**config.mk**
```make
export PLATFORM = sky130hd
export DESIGN_NAME = tcw_ctrl
export DESIGN_NICKNAME = d
export VERILOG_FILES = /design/src/hdl/tcw_pkg.sv /design/src/hdl/tcw_ctrl.sv
export SDC_FILE = /design/constraint.sdc
export NUM_CORES = 1
export LEC_CHECK = 0
export BUFFER_PORTS_ARGS = -buffer_cell sky130_fd_sc_hd__buf_2
export CORE_AREA = 2 2 39 41
export CTS_CLUSTER_SIZE = 12
export DETAILED_ROUTE_END_ITERATION = 16
export DIE_AREA = 0 0 41 43
export PLACE_DENSITY = 0.8
export SETUP_SLACK_MARGIN = 0.1
export SYNTH_ARGS = -nofsm -noshare
export SYNTH_HDL_FRONTEND = slang
export SYNTH_SLANG_ARGS = --single-unit
```
**constraint.sdc**
```tcl
create_clock -name clk -period 2.5 [get_ports clk]
set_clock_uncertainty 0.05 [all_clocks]
set_input_delay 0.375 -clock clk [delete_from_list [all_inputs] [get_ports clk]]
set_output_delay 0.375 -clock clk [all_outputs]
set_load 0.02 [all_outputs]
```
**src/hdl/tcw_pkg.sv**
```systemverilog
// shared types and constants for the text console writer
`timescale 1ns / 1ps

package tcw_pkg;

    // field widths of the command and response words
    localparam int KIND_W     = 3;
    localparam int CHAR_W     = 8;
    localparam int COL_W      = 7;
    localparam int ROW_W      = 5;
    localparam int COLOR_W    = 4;
    localparam int CELL_W     = CHAR_W + 2 * COLOR_W;
    localparam int CFG_IDX_W  = 1;
    localparam int CFG_DATA_W = COLOR_W;

    // command kinds
    localparam logic [KIND_W-1:0] KIND_PUT     = 3'd0;
    localparam logic [KIND_W-1:0] KIND_NEWLINE = 3'd1;
    localparam logic [KIND_W-1:0] KIND_MOVE    = 3'd2;
    localparam logic [KIND_W-1:0] KIND_CLEAR   = 3'd3;
    localparam logic [KIND_W-1:0] KIND_READ    = 3'd4;

    // configuration register indexes
    localparam logic [CFG_IDX_W-1:0] CFG_FG = 1'd0;
    localparam logic [CFG_IDX_W-1:0] CFG_BG = 1'd1;

    // reset colors and the character used by a screen clear
    localparam logic [COLOR_W-1:0] FG_RESET    = 4'd15;
    localparam logic [COLOR_W-1:0] BG_RESET    = 4'd0;
    localparam logic [CHAR_W-1:0]  BLANK_SPACE = 8'h20;

    // controller states
    typedef enum logic [3:0] {
        S_INIT,
        S_INIT_DONE,
        S_IDLE,
        S_READ,
        S_COPY,
        S_BLANK,
        S_DONE_SCROLL,
        S_CLEAR,
        S_DONE_CLEAR
    } state_t;

    // what one step of a store walk writes
    typedef enum logic [1:0] {
        WALK_NONE,
        WALK_COPY,
        WALK_ZERO,
        WALK_FILL
    } walk_mode_t;

    // commands from controller to datapath
    typedef struct packed {
        logic       accept;
        logic       idx_clear;
        logic       idx_to_blank;
        logic       idx_inc;
        walk_mode_t walk;
        logic       out_load;
        logic       out_scroll;
        logic       out_cell;
    } ctrl_t;

    // status from datapath to controller
    typedef struct packed {
        logic wrap_col;
        logic last_row;
        logic copy_end;
        logic walk_end;
    } status_t;

endpackage

```
**src/hdl/tcw_ctrl.sv**
```systemverilog
// console controller: handshakes, store walks and response timing
`timescale 1ns / 1ps

module tcw_ctrl import tcw_pkg::*; (
    input  logic              clk,
    input  logic              rst_n,
    input  logic              cmd_valid,
    output logic              cmd_ready,
    input  logic [KIND_W-1:0] kind,
    output logic              rsp_valid,
    input  logic              rsp_ready,
    input  status_t           stat,
    output ctrl_t             ctrl
);

    state_t state_reg;
    state_t state_next;
    logic   rsp_valid_reg;
    logic   rsp_valid_next;
    logic   in_ready;

    // state and response valid registers
    always_ff @(posedge clk or negedge rst_n)
    begin
        if (!rst_n)
        begin
            state_reg     <= S_INIT;
            rsp_valid_reg <= 1'b0;
        end
        else
        begin
            state_reg     <= state_next;
            rsp_valid_reg <= rsp_valid_next;
        end
    end

    // take a word only when idle and the response register frees up
    assign in_ready  = (state_reg == S_IDLE) && (!rsp_valid_reg || rsp_ready);
    assign cmd_ready = in_ready;
    assign rsp_valid = rsp_valid_reg;

    // next state and datapath commands
    always_comb
    begin
        state_next        = state_reg;
        ctrl.accept       = 1'b0;
        ctrl.idx_clear    = 1'b0;
        ctrl.idx_to_blank = 1'b0;
        ctrl.idx_inc      = 1'b0;
        ctrl.walk         = WALK_NONE;
        ctrl.out_load     = 1'b0;
        ctrl.out_scroll   = 1'b0;
        ctrl.out_cell     = 1'b0;

        unique case (state_reg)
            S_INIT:
            begin
                ctrl.walk = WALK_ZERO;
                if (stat.walk_end)
                begin
                    state_next = S_INIT_DONE;
                end
                else
                begin
                    ctrl.idx_inc = 1'b1;
                end
            end
            S_INIT_DONE:
            begin
                state_next = S_IDLE;
            end
            S_IDLE:
            begin
                if (in_ready && cmd_valid)
                begin
                    ctrl.accept = 1'b1;
                    case (kind)
                        KIND_PUT:
                        begin
                            if (stat.wrap_col && stat.last_row)
                            begin
                                ctrl.idx_clear = 1'b1;
                                state_next     = S_COPY;
                            end
                            else
                            begin
                                ctrl.out_load = 1'b1;
                            end
                        end
                        KIND_NEWLINE:
                        begin
                            if (stat.last_row)
                            begin
                                ctrl.idx_clear = 1'b1;
                                state_next     = S_COPY;
                            end
                            else
                            begin
                                ctrl.out_load = 1'b1;
                            end
                        end
                        KIND_CLEAR:
                        begin
                            ctrl.idx_clear = 1'b1;
                            state_next     = S_CLEAR;
                        end
                        KIND_READ:
                        begin
                            state_next = S_READ;
                        end
                        default:
                        begin
                            ctrl.out_load = 1'b1;
                        end
                    endcase
                end
            end
            S_READ:
            begin
                ctrl.out_load = 1'b1;
                ctrl.out_cell = 1'b1;
                state_next    = S_IDLE;
            end
            S_COPY:
            begin
                ctrl.walk = WALK_COPY;
                if (stat.copy_end)
                begin
                    ctrl.idx_to_blank = 1'b1;
                    state_next        = S_BLANK;
                end
                else
                begin
                    ctrl.idx_inc = 1'b1;
                end
            end
            S_BLANK:
            begin
                ctrl.walk = WALK_ZERO;
                if (stat.walk_end)
                begin
                    state_next = S_DONE_SCROLL;
                end
                else
                begin
                    ctrl.idx_inc = 1'b1;
                end
            end
            S_DONE_SCROLL:
            begin
                ctrl.out_load   = 1'b1;
                ctrl.out_scroll = 1'b1;
                state_next      = S_IDLE;
            end
            S_CLEAR:
            begin
                ctrl.walk = WALK_FILL;
                if (stat.walk_end)
                begin
                    state_next = S_DONE_CLEAR;
                end
                else
                begin
                    ctrl.idx_inc = 1'b1;
                end
            end
            S_DONE_CLEAR:
            begin
                ctrl.out_load = 1'b1;
                state_next    = S_IDLE;
            end
            default:
            begin
                state_next = S_IDLE;
            end
        endcase
    end

    // response valid: set on load, dropped when taken
    always_comb
    begin
        if (ctrl.out_load)
        begin
            rsp_valid_next = 1'b1;
        end
        else if (rsp_ready)
        begin
            rsp_valid_next = 1'b0;
        end
        else
        begin
            rsp_valid_next = rsp_valid_reg;
        end
    end

endmodule

```
# After elaboration in Yosys (flattened, before gate mapping)
# Index checks and enable logic that the tools add are counted.
dict set report op_classes {
  n_reduce_logical 12
  mux 28
  n_eq_ne 18
}
# operator n
set op_table {}
lappend op_table {{$mux W4} 7}
lappend op_table {{$pmux W4 S5} 1}
lappend op_table {{$eq A4 B3 Y1 const B} 4}
lappend op_table {{$pmux W4 S4} 1}
lappend op_table {{$mux W1} 13}
lappend op_table {{$pmux W3 S3} 1}
lappend op_table {{$eq A4 B2 Y1 const B} 2}
lappend op_table {{$ne A2 B2 Y1 const B} 4}
lappend op_table {{$reduce_and A8 Y1} 1}
lappend op_table {{$ne A3 B3 Y1 const B} 2}
lappend op_table {{$pmux W1 S3} 2}
lappend op_table {{$ne A5 B1 Y1 const B} 1}
lappend op_table {{$eq A4 B4 Y1 const B} 1}
lappend op_table {{$logic_not A4 Y1} 1}
lappend op_table {{$mux W2} 2}
lappend op_table {{$reduce_or A2 Y1} 2}
lappend op_table {{$eq A3 B1 Y1 const B} 1}
lappend op_table {{$eq A3 B2 Y1 const B} 1}
lappend op_table {{$eq A3 B3 Y1 const B} 1}
lappend op_table {{$logic_and A1 B1 Y1} 3}
lappend op_table {{$logic_not A3 Y1} 1}
lappend op_table {{$reduce_or A3 Y1} 1}
lappend op_table {{$ne A2 B1 Y1 const B} 1}
lappend op_table {{$pmux W1 S2} 1}
lappend op_table {{3 further kinds} 3}
dict set report totals {
  regBits 5
  inputBits 11
  elab_cells 60
  output_inout_bits 11
}

# Longest topological paths before layout
# Gate-level depths: netlist of the first run.
dict set report logic_depth {
  ltp_word 7
  depth_mapped 5
  mapped_depth_nobuf 4
}

# Worst setup path before layout of the first run
# Ideal clock, no wire load.
dict set report synth_path {
  path_type {flip-flop to output port}
  start {register state_reg[2]}
  end {output ctrl[2] (netlist bit)}
  t_arrival_ns 1.490
  setup_slack_ns 0.585
  required_ns 2.075
  n_path_buf 2
  path_stages_with_launch 6
  cell_sequence {dfrtp_1 clkbuf_1 or3b_2 a21oi_1 o21bai_1 buf_4}
}
# item line_no
set synth_rtl {}
lappend synth_rtl {{start, declared} tcw_ctrl.sv:16} ;# state_t state_reg;
lappend synth_rtl {{start signal, assigned} tcw_ctrl.sv:32} ;# state_reg <= state_next;
lappend synth_rtl {{end, declared} tcw_ctrl.sv:13} ;# output ctrl_t ctrl

==> results.sh, run 1 <==
export IMPL_status="completed"
export IMPL_synth_warnings=0
export IMPL_multi_input_area_um2=364
export IMPL_arrival_ns=1.83
export IMPL_startpoint_type="flip-flop"
export IMPL_reg2reg_from="state_reg[2]$_DFFE_PN0P_"
export IMPL_utilization_pct=48.2
export IMPL_row_count=14
export IMPL_min_to="state_reg[3]$_DFFE_PN0P_"
export IMPL_largest_register_ffs=4
export IMPL_hpwlAfterDp_um=858
export IMPL_synth_edf_count=0
export IMPL_grt_max_degree=17
export IMPL_hold_depth=3
export IMPL_initial_core_util_pct=38.9
export IMPL_p_per_area_mw_per_mm2=948
export IMPL_synthArstFlopShare_pct=100
export IMPL_hold_viol=0
export IMPL_critPathMaxFanout=10
export IMPL_r2r_cells=4
export IMPL_ys_top_cells_by_area="dfrtp_1 23%, a21oi_1 5.6%, nand2_1 4.9%"
export IMPL_synthTopCellsByCount="7 x nand2_1, 6 x a21oi_1, 6 x nor2_1"
export IMPL_diodes=0
export IMPL_dr_pass1_iters=5
export IMPL_grt_antenna_before_repair=0
export IMPL_clock_path_buffers=2
export IMPL_worstSetupEndpointType="output pin"
export IMPL_syn_avg_cell_area_um2=7.91
export IMPL_ir_drop_mv=0.418
export IMPL_finalSetupTns_ns=0
export IMPL_p_int_mw=0.329
export IMPL_antenna_left=0
export IMPL_swShare_pct=48.0
export IMPL_grt_pass1_wl_um=1890
export IMPL_design_core_area_mm2=0.00138
export IMPL_die_area_mm2=0.00176
export IMPL_clkPwrFrac_pct=14.9
export IMPL_synthMostInstantiatedCell="nand2_1"
export IMPL_grt_total_usage_pct=15.6
export IMPL_synthToLayoutAreaGrowth_pct=24.0
export IMPL_regToRegSetupSlack_ns=0.78
export IMPL_synth_top_area_share_pct=23.3
export IMPL_htreeDepth=1
export IMPL_ys_types=33
export IMPL_cts_sink_count=5
export IMPL_r2r_end="state_reg[0]$_DFFE_PN0P_"
export IMPL_period_share_pct=90.3
export IMPL_drtIter0Drc=16
export IMPL_max_freq_mhz=443
export IMPL_wl_per_cell_um=11.2
export IMPL_ys_ff_latch=5
export IMPL_yosys_area_top_type="dfrtp_1"
export IMPL_hold_path_class="in2reg"
export IMPL_gp_congestion=0.773
export IMPL_max_cap_violations=0
export IMPL_maxSlewHeadroom_pct=71.2
export IMPL_synthesis_nets=79
export IMPL_ys_seq_area_share_pct=23.3
export IMPL_synth_flop_cell="dfrtp_1"
export IMPL_leakagePower_nw=0.329
export IMPL_fp_dieW_um=41
export IMPL_chipHeight_um=43
export IMPL_final_area_um2=667
export IMPL_insertion_delay_ns=0.25
export IMPL_globalRouteOverflowTotal=0
export IMPL_p_comb_share_pct=57.1
export IMPL_fill_cells=142
export IMPL_p_sw_mw=0.304
export IMPL_port_buffers=21
export IMPL_cp_data_required_time_ns=2.08
export IMPL_drive_above_1_share_pct=37.1
export IMPL_slew_violations=0
export IMPL_wirelength_um=1170
export IMPL_hold_start="stat[0]"
export IMPL_pwr_share_seq_pct=28.1
export IMPL_rsz0062_at_grt="false"
export IMPL_fin_ws_ns=0.243
export IMPL_nets=101
export IMPL_synthCells=68
export IMPL_io_pins=22
export IMPL_worstMarginPinSlew_ns=0.432
export IMPL_cts_made_buffers=3
export IMPL_cts_root_buf="clkbuf_4"
export IMPL_grt_pass1_vias=475
export IMPL_min_period_ns=2.26
export IMPL_regArea_um2=126
export IMPL_cts_tree="yes"
export IMPL_clk_pin_slew_ns=0.04
export IMPL_place_area_um2=629
export IMPL_drc_errors=0
export IMPL_critPathKind="reg2out"
export IMPL_vias=564
export IMPL_preCtsSetupSlack_ns=0.514
export IMPL_vias_per_cell=5.37
export IMPL_synth_cell_area_um2=538
export IMPL_setup_violations=0
-- power groups by stage --
stage	clock, mW	sequential [mW]	combinational [mW]
global route	0.101	0.185	0.401
finish	0.0941	0.177	0.361
floorplan	0	0.143	0.313
CTS	0.0945	0.173	0.365
global placement	0	0.172	0.357
detailed placement	0	0.175	0.359
-- kinds of logic after synthesis --
family	synth area share, %
AND/OR/NAND/NOR	44.2
AO/OA/AOI/OAI	23.5
buffers and inverters	9.07
flip-flops	23.3
-- worst max-delay path by stage --
stage | startpoint | to | slack [ns] | cells after the start
2_1_floorplan | state_reg[2]$_DFFE_PN0P_ | ctrl[2] | 0.58 | 5
3_3_place_gp | state_reg[3]$_DFFE_PN0P_ | ctrl[7] | 0.53 | 4
3_5_place_dp | state_reg[0]$_DFFE_PN0P_ | ctrl[7] | 0.51 | 4
4_1_cts | state_reg[3]$_DFFE_PN0P_ | ctrl[7] | 0.21 | 4
5_1_grt | state_reg[3]$_DFFE_PN0P_ | ctrl[7] | 0.12 | 4
6_report | state_reg[3]$_DFFE_PN0P_ | ctrl[7] | 0.24 | 4
-- stage by stage --
stage          power [mW]  hold WS [ns]  instances
2_1_floorplan       0.456        0.0294         68
3_3_place_gp        0.529         0.142        100
3_5_place_dp        0.535         0.143        100
4_1_cts             0.632         0.339        105
5_1_grt             0.687         0.379        105
6_report            0.632         0.338        105
-- layout make-up --
type | instances | share of cell area [%]
inverter | 4 | 2.25
tap | 16 | 3.00
timing repair buffer | 22 | 17.3
clock buffer | 4 | 3.94
multi-input combinational | 54 | 54.6
sequential | 5 | 18.9
-- routing by layer --
metal | vias up | GRT usage, % | wire, µm
met5 | - | 0 | 0
met4 | 0 | 7.33 | 7
met3 | 3 | 6.28 | 65
met2 | 15 | 20.9 | 529
met1 | 261 | 21.1 | 572
li1 | 285 | - | -
-- layout by cell type, fill, tap and decap left out, types with 2 or more instances in the layout --
cell	netlist	layout
nor3_1	3	3
nand2_1	7	7
buf_2	0	21
nor2_1	6	6
inv_1	4	4
nand2b_1	4	4
clkbuf_4	0	3
a21oi_1	6	6
nand3b_1	3	3
o21ai_0	3	3
nand3_1	2	2
dfrtp_1	5	4
-- what timing repair did --
action	4_1_cts	5_1_grt
hold buffers	1	0
resized for setup	0	1
endpoints found under the hold margin	5	0
endpoints found under the setup margin	0	1
buffers inserted	0	0
-- worst max-delay path: stages, from the launching register on --
cell and delay [ns]:
dfrtp_1 0.51, nor4b_4 0.39, nand3_1 0.15, nor4_2 0.31, buf_2 0.22
Power figures use the tool's default switching activity.
==> run 2: changes to the inputs <==
- clock period: 2.5 -> 2.1 ns (I/O delays scaled with it)
==> run 2 against run 1 <==
Effect of this change: hold slack got worse by 0.054 ns; total power rose by 42%; register-to-register slack got worse by 0.43 ns; first-iteration DRC count fell by 13%; final cell count rose by 11%; design area rose by 16%; sequential share of layout area fell by 2.1 points; highest routed layer unchanged; largest power group unchanged.
==> results.sh, run 2 (synthesis gave the netlist of run 1 again) <==
export IMPL_port_buffers=21
export IMPL_htreeDepth=1
export IMPL_cts_made_buffers=3
export IMPL_wl_per_cell_um=12.2
export IMPL_io_pins=22
export IMPL_worstPathBufferInverterCount=1
export IMPL_dr_pass1_iters=4
export IMPL_critPathKind="reg2out"
export IMPL_period_share_pct=95.4
export IMPL_hold_viol=0
export IMPL_wirelength_um=1430
export IMPL_slowest_delay_ns=0.47
export IMPL_globalRouteOverflowTotal=0
export IMPL_setup_violations=0
export IMPL_chipHeight_um=43
export IMPL_diodes=0
export IMPL_hpwlAfterDp_um=910
export IMPL_status="completed"
export IMPL_critPathMaxFanout=8
export IMPL_preCtsSetupSlack_ns=0.204
export IMPL_grt_antenna_before_repair=0
export IMPL_fp_dieW_um=41
export IMPL_ir_drop_mv=0.536
export IMPL_mostFrequentLayoutCells="19 x buf_2, 12 x buf_4, 7 x nand2_1, 6 x nor2_1, 5 x a21oi_1"
export IMPL_rsz0062_at_grt="true"
export IMPL_leakagePower_nw=0.387
export IMPL_worstSetupEndpointType="output pin"
export IMPL_insertion_delay_ns=0.26
export IMPL_final_common_cell="buf_2"
export IMPL_finalNonFillerCells=117
export IMPL_initial_core_util_pct=38.9
export IMPL_drc_errors=0
export IMPL_min_period_ns=2.00
export IMPL_utilization_pct=55.7
export IMPL_largest_register_ffs=4
export IMPL_hold_ws_ns=0.283
export IMPL_grt_pass1_vias=535
export IMPL_synthToLayoutAreaGrowth_pct=43.3
export IMPL_finalSetupTns_ns=0
export IMPL_grt_max_degree=12
export IMPL_path_cells="or3b_2, a21oi_2, o21bai_1, buf_4"
export IMPL_grt_total_usage_pct=18.5
export IMPL_place_area_um2=644
export IMPL_nets=113
export IMPL_antenna_left=0
export IMPL_arrival_ns=1.64
export IMPL_max_freq_mhz=499
export IMPL_startpoint_type="flip-flop"
export IMPL_vias=607
export IMPL_worstMarginPinSlew_ns=0.260
export IMPL_cts_tree="yes"
export IMPL_row_count=14
export IMPL_drtIter0Drc=14
export IMPL_final_area_um2=771
export IMPL_p_per_area_mw_per_mm2=1160
export IMPL_max_cap_violations=0
export IMPL_grt_pass1_wl_um=2240
export IMPL_die_area_mm2=0.00176
export IMPL_gp_congestion=0.773
export IMPL_slew_violations=0
export IMPL_p_total_mw=0.895
export IMPL_cpLargestDelayFamily="simple AND/OR/NAND/NOR gates"
export IMPL_clock_path_buffers=2
export IMPL_drive_above_1_share_pct=48.5
export IMPL_hold_path_class="in2reg"
export IMPL_cts_sink_count=5
export IMPL_clk_pin_slew_ns=0.05
export IMPL_maxSlewHeadroom_pct=82.5
export IMPL_design_core_area_mm2=0.00138
export IMPL_cts_root_buf="clkbuf_4"
export IMPL_place_inst=102
export IMPL_cp_data_required_time_ns=1.74
export IMPL_vias_per_cell=5.19
export IMPL_fin_ws_ns=0.0971
export IMPL_cp_slowest_cell="or3b_2"
==> run 2: cell count changes in the layout (fill, tap and decap cells not counted) <==
| cell | previous run | this run |
|---|---|---|
| dfrtp_2 | 1 | 4 |
| a21oi_2 | 0 | 1 |
| clkbuf_2 | 0 | 1 |
| buf_4 | 0 | 12 |
| dfrtp_1 | 4 | 1 |
| buf_6 | 0 | 1 |
| a21oi_1 | 6 | 5 |
| buf_2 | 21 | 19 |
==> run 2: what timing repair did <==
item	CTS	global route
hold buffers	1	0
pin swaps	2	1
setup endpoints to repair	3	4
setup buffers	6	4
endpoints found under the hold margin	5	0
resized for setup	9	1
==> run 2: path summary, 6_finish.rpt <==
path / end / cells past startpoint / slack [ns] / from
setup reg to reg: state_reg[0]$_DFFE_PN0P_ / 6 / 0.35 / state_reg[2]$_DFFE_PN0P_
hold reg to reg: rsp_valid$_DFFE_PN0P_ / 2 / 0.49 / rsp_valid$_DFFE_PN0P_
max in group asynchronous: state_reg[2]$_DFFE_PN0P_ / 2 / 1.49 / rst_n
setup / recovery: ctrl[2] / 4 / 0.1 / state_reg[1]$_DFFE_PN0P_
min in group asynchronous: state_reg[1]$_DFFE_PN0P_ / 2 / 0.35 / rst_n
hold / removal: state_reg[3]$_DFFE_PN0P_ / 3 / 0.28 / stat[0]
==> run 2: where the power goes <==
group          internal (mW)  switching, mW  total (mW)
Sequential             0.132         0.0549       0.187
Combinational          0.288          0.301       0.588
Clock                 0.0723         0.0474       0.120
==> run 2: metal layers <==
layer	GRT usage [%]	vias up	share of wire (%)	wire length (µm)
met5	0	-	0	0
met4	5.33	0	1.6	23
met3	8.38	4	6.8	97
met2	27.5	24	47	666
met1	23.2	269	45	645
li1	-	310	-	-
==> run 2: cell type report <==
| type | count | area (µm²) |
|---|---|---|
| clock buffer | 4 | 26.3 |
| fill | 128 | 613 |
| inverter | 4 | 15.0 |
| multi-input combinational | 54 | 368 |
| sequential | 5 | 130 |
| tap | 16 | 20.0 |
| timing repair buffer | 34 | 211 |
==> run 2: tightest hold or removal path: stages <==
cell	delay, ns
buf_2	0.13
nand2_1	0.07
nor2_1	0.04
